### src/rtl/lnc_pkg.sv
// Shared types and codes for the lattice neighbour-copy update block.
package lnc_pkg;

    // Field widths of the stream words
    localparam int SITE_W = 20;
    localparam int DIR_W  = 3;
    localparam int DRAW_W = 16;
    localparam int OP_W   = 2;
    localparam int THR_W  = 17;
    localparam int CFG_W  = 2;

    // Operation codes carried in s_tuser
    localparam logic [OP_W-1:0] OP_LOAD   = 2'd0;
    localparam logic [OP_W-1:0] OP_UPDATE = 2'd1;
    localparam logic [OP_W-1:0] OP_READ   = 2'd2;

    // Neighbour direction codes
    localparam logic [DIR_W-1:0] DIR_LEFT       = 3'd0;
    localparam logic [DIR_W-1:0] DIR_RIGHT      = 3'd1;
    localparam logic [DIR_W-1:0] DIR_UP         = 3'd2;
    localparam logic [DIR_W-1:0] DIR_DOWN       = 3'd3;
    localparam logic [DIR_W-1:0] DIR_UP_LEFT    = 3'd4;
    localparam logic [DIR_W-1:0] DIR_UP_RIGHT   = 3'd5;
    localparam logic [DIR_W-1:0] DIR_DOWN_LEFT  = 3'd6;
    localparam logic [DIR_W-1:0] DIR_DOWN_RIGHT = 3'd7;

    // Configuration register indexes
    localparam logic [CFG_W-1:0] CFG_GROWTH = 2'd0;
    localparam logic [CFG_W-1:0] CFG_DEATH  = 2'd1;

    // Threshold reset value: always fire
    localparam logic [THR_W-1:0] THR_ALWAYS = 17'h10000;

    typedef enum logic [2:0] {
        ST_IDLE,
        ST_DIV,
        ST_SPLIT,
        ST_FIX,
        ST_NADDR,
        ST_READ,
        ST_DECIDE
    } state_t;

    // Controller to datapath
    typedef struct packed {
        logic capture;
        logic div;
        logic split;
        logic fix;
        logic naddr;
        logic read;
        logic commit;
    } cmd_t;

    // Datapath to controller: decode of the incoming word
    typedef struct packed {
        logic in_update;
        logic in_read;
    } status_t;

endpackage

### src/rtl/lnc_ctrl.sv
// Sequencer for one item at a time plus the result-valid flag.
module lnc_ctrl import lnc_pkg::*; (
    input  logic    aclk,
    input  logic    aresetn,
    input  logic    s_tvalid,
    output logic    s_tready,
    output logic    m_tvalid,
    input  logic    m_tready,
    input  status_t status,
    output cmd_t    cmd
);

    state_t state_reg, state_next;
    logic   out_valid_reg, out_valid_next;
    logic   commit;

    // State and result-valid registers
    always_ff @(posedge aclk) begin
        if (!aresetn) begin
            state_reg     <= ST_IDLE;
            out_valid_reg <= 1'b0;
        end else begin
            state_reg     <= state_next;
            out_valid_reg <= out_valid_next;
        end
    end

    // Result can be committed once the output register is free or draining
    assign commit = (state_reg == ST_DECIDE) && (!out_valid_reg || m_tready);

    always_comb begin
        state_next     = state_reg;
        cmd            = '0;
        out_valid_next = (out_valid_reg && !m_tready) || commit;
        unique case (state_reg)
            ST_IDLE: begin
                if (s_tvalid) begin
                    cmd.capture = 1'b1;
                    if (status.in_update) begin
                        state_next = ST_DIV;
                    end else if (status.in_read) begin
                        state_next = ST_READ;
                    end else begin
                        state_next = ST_DECIDE;
                    end
                end
            end
            ST_DIV: begin
                cmd.div    = 1'b1;
                state_next = ST_SPLIT;
            end
            ST_SPLIT: begin
                cmd.split  = 1'b1;
                state_next = ST_FIX;
            end
            ST_FIX: begin
                cmd.fix    = 1'b1;
                state_next = ST_NADDR;
            end
            ST_NADDR: begin
                cmd.naddr  = 1'b1;
                state_next = ST_READ;
            end
            ST_READ: begin
                cmd.read   = 1'b1;
                state_next = ST_DECIDE;
            end
            ST_DECIDE: begin
                cmd.commit = commit;
                if (commit) begin
                    state_next = ST_IDLE;
                end
            end
            default: begin
                state_next = ST_IDLE;
            end
        endcase
    end

    assign s_tready = (state_reg == ST_IDLE);
    assign m_tvalid = out_valid_reg;

endmodule

### config.mk
export PLATFORM = sky130hd
export DESIGN_NAME = lnc_ctrl
export DESIGN_NICKNAME = d
export VERILOG_FILES = /design/src/rtl/lnc_pkg.sv /design/src/rtl/lnc_ctrl.sv
export SDC_FILE = /design/constraint.sdc
export NUM_CORES = 1
export LEC_CHECK = 0
export BUFFER_PORTS_ARGS = -buffer_cell sky130_fd_sc_hd__buf_2
export CORE_AREA = 2 2 39 41
export DETAILED_ROUTE_END_ITERATION = 10
export DIE_AREA = 0 0 41 43
export PLACE_DENSITY_LB_ADDON = 0.15
export SYNTH_ARGS = -nofsm -noshare
export SYNTH_HDL_FRONTEND = slang
export SYNTH_SLANG_ARGS = --single-unit
### constraint.sdc
create_clock -name aclk -period 1.3 [get_ports aclk]
set_clock_uncertainty 0.1 [all_clocks]
set_input_delay 0.26 -clock aclk [delete_from_list [all_inputs] [get_ports aclk]]
set_output_delay 0.26 -clock aclk [all_outputs]
set_load 0.05 [all_outputs]
==> results.sh <==
export IMPL_final_nets=67
export IMPL_seq_area_um2=90.1
export IMPL_first_global_vias=339
export IMPL_setup_tns_ns=-1.30
export IMPL_path_cells="nor2b_4 > nand2_2 > nor2_4 > buf_6"
export IMPL_antenna_cells=0
export IMPL_power_density_nw_per_um2=1210
export IMPL_pin_count=15
export IMPL_worstHoldPathType="in2reg"
export IMPL_synthArstFlopShare=0
export IMPL_worst_ep_arrival_time_ns=1.14
export IMPL_status="finished with violations"
export IMPL_crit_slowest_cell="dfxtp_4"
export IMPL_worstMarginPinSlew_ns=0.282
export IMPL_root_buffer="clkbuf_4"
export IMPL_drv_cap=0
export IMPL_synth_nets=39
export IMPL_dp_hpwl_um=671
export IMPL_vias=346
export IMPL_cts_htree_levels=1
export IMPL_synth_seq_cells=4
export IMPL_drc_errors=0
export IMPL_seq_area_frac_synth=0.268
export IMPL_worstPathMaxFanout=7
export IMPL_setup_viol=8
export IMPL_drive_gt1_frac=0.797
export IMPL_rows=14
export IMPL_maxSlewHeadroom=0.812
export IMPL_core_region_area_um2=1380
export IMPL_yosys_warnings=0
export IMPL_critical_path_class="reg2out"
export IMPL_grt_overflow=0
export IMPL_rsz0062_at_grt="true"
export IMPL_critPathBufInv=1
export IMPL_timing_final_crit_share=1.15
export IMPL_finalMaxSlewViolations=0
export IMPL_setup_ws_ns=-0.196
export IMPL_startpoint_type="flop"
export IMPL_first_iter_violations=2
export IMPL_p_leak_nw=0.281
export IMPL_synth_edf_count=0
export IMPL_initial_core_util=0.216
export IMPL_yosys_most_used_dff="dfxtp_1"
export IMPL_end_kind="output pin"
export IMPL_peakVddDrop_v=0.000604
export IMPL_violations="setup timing"
export IMPL_cts_hold_buf=0
export IMPL_critPathTopFamily="flip-flops"
export IMPL_via_per_inst=4.61
export IMPL_cp_data_required_time_ns=0.94
export IMPL_io_buffers=14
export IMPL_fp_dieH_um=43
export IMPL_area_growth_pct=115
export IMPL_finalPower_mw=0.780
export IMPL_clk_pin_slew_ns=0.04
export IMPL_fp_dieW_um=41
export IMPL_grt_max_degree=9
export IMPL_clk_latency_ns=0.24
export IMPL_antenna_found_initial=0
export IMPL_drtAntennaViolNets=0
export IMPL_wl_per_cell_um=11.7
export IMPL_slowest_delay_ns=0.39
export IMPL_period_minus_slack_ns=1.50
export IMPL_synthCells=33
export IMPL_final_cell_mix="12 x buf_6, 7 x buf_4, 6 x buf_2"
export IMPL_syn_area_um2=299
export IMPL_cts_buffers=3
export IMPL_track_usage=0.128
export IMPL_place_congestion=0.661
export IMPL_largest_reg_flops=3
export IMPL_final_common_cell="buf_6"
export IMPL_syn_avg_cell_area_um2=9.06
export IMPL_cts_num_sinks=4
export IMPL_ys_types=20
export IMPL_cts_tree="done"
export IMPL_multi_input_area_um2=270
export IMPL_nFillCells=146
export IMPL_dieArea_um2=1760
export IMPL_cts_path_max_buffers=2
export IMPL_routed_wl_um=880
export IMPL_grt_first_pass_wirelength_mm=1.43
export IMPL_drtPass1Iterations=2
export IMPL_hold_violations=0
export IMPL_max_clock_freq_ghz=0.668
[metrics by stage]
step	hold WS, ns	cell area, um^2	setup WS (ns)	instances	utilization
6_report	0.162	644	-0.196	75	0.466
2_1_floorplan	0.301	375	-0.178	33	-
4_1_cts	0.173	628	-0.221	74	0.454
3_5_place_dp	0.418	512	-0.144	69	0.370
3_3_place_gp	0.409	512	-0.133	69	0.370
5_1_grt	0.168	644	-0.255	75	0.466
[report_power, final]
part           switching, mW  total (mW)  internal [mW]  leakage, nW
logic                  0.232       0.449          0.217        0.232
registers             0.0299       0.171          0.142       0.0350
clock network         0.0562       0.160          0.104       0.0138
[final cells by class]
cell class,instances,share of cell area
clock buffer,3,0.0350
inverter,1,0.00583
multi-input combinational,25,0.419
sequential,4,0.140
tap,16,0.0311
timing repair buffer,26,0.369
[repair_timing]
| item | 4_1_cts | 5_1_grt |
|---|---|---|
| resized for setup | 26 | 2 |
| setup buffers | 2 | 1 |
| endpoints found under the setup margin | 8 | 8 |
| pin swaps | 1 | 2 |
[cell families after synthesis]
kind of cell           after synthesis  synth area share
AOI/OAI and AO/OA                    9             0.230
buffers and inverters                4             0.100
DFF                                  4             0.268
and+or+nand+nor                     16             0.402
[per-layer routing]
metal  global-route usage  share of wire
met1                0.136           0.35
met2                0.191           0.59
met3               0.0471          0.030
met4                0.100          0.025
met5                    0              0
[Yosys cell counts (2+ instances only)]
library cell,n,share of area
nand2_1,2,0.025
dfxtp_1,4,0.27
nor3_1,2,0.033
nor2_1,2,0.025
a21oi_1,3,0.050
nor3b_1,3,0.075
nor2b_1,3,0.063
buf_4,2,0.050
[final timing paths]
| check | from | slack (ns) | cells after the start | to |
|---|---|---|---|---|
| setup reg to reg | state_reg[2]$_SDFFE_PN0P_ | 0.04 | 5 | state_reg[1]$_SDFFE_PN0P_ |
| hold reg to reg | m_tvalid$_SDFF_PN0_ | 0.42 | 2 | m_tvalid$_SDFF_PN0_ |
| hold / removal | aresetn | 0.16 | 3 | state_reg[1]$_SDFFE_PN0P_ |
| setup / recovery | state_reg[2]$_SDFFE_PN0P_ | -0.20 | 4 | cmd[0] |
[tightest hold or removal path: cells and delay by family]
| kind | cells | cell delay [ns] |
|---|---|---|
| buf+inv | 1 | 0.11 |
| compound gates | 2 | 0.09 |
(Power assumes the default switching activity.)
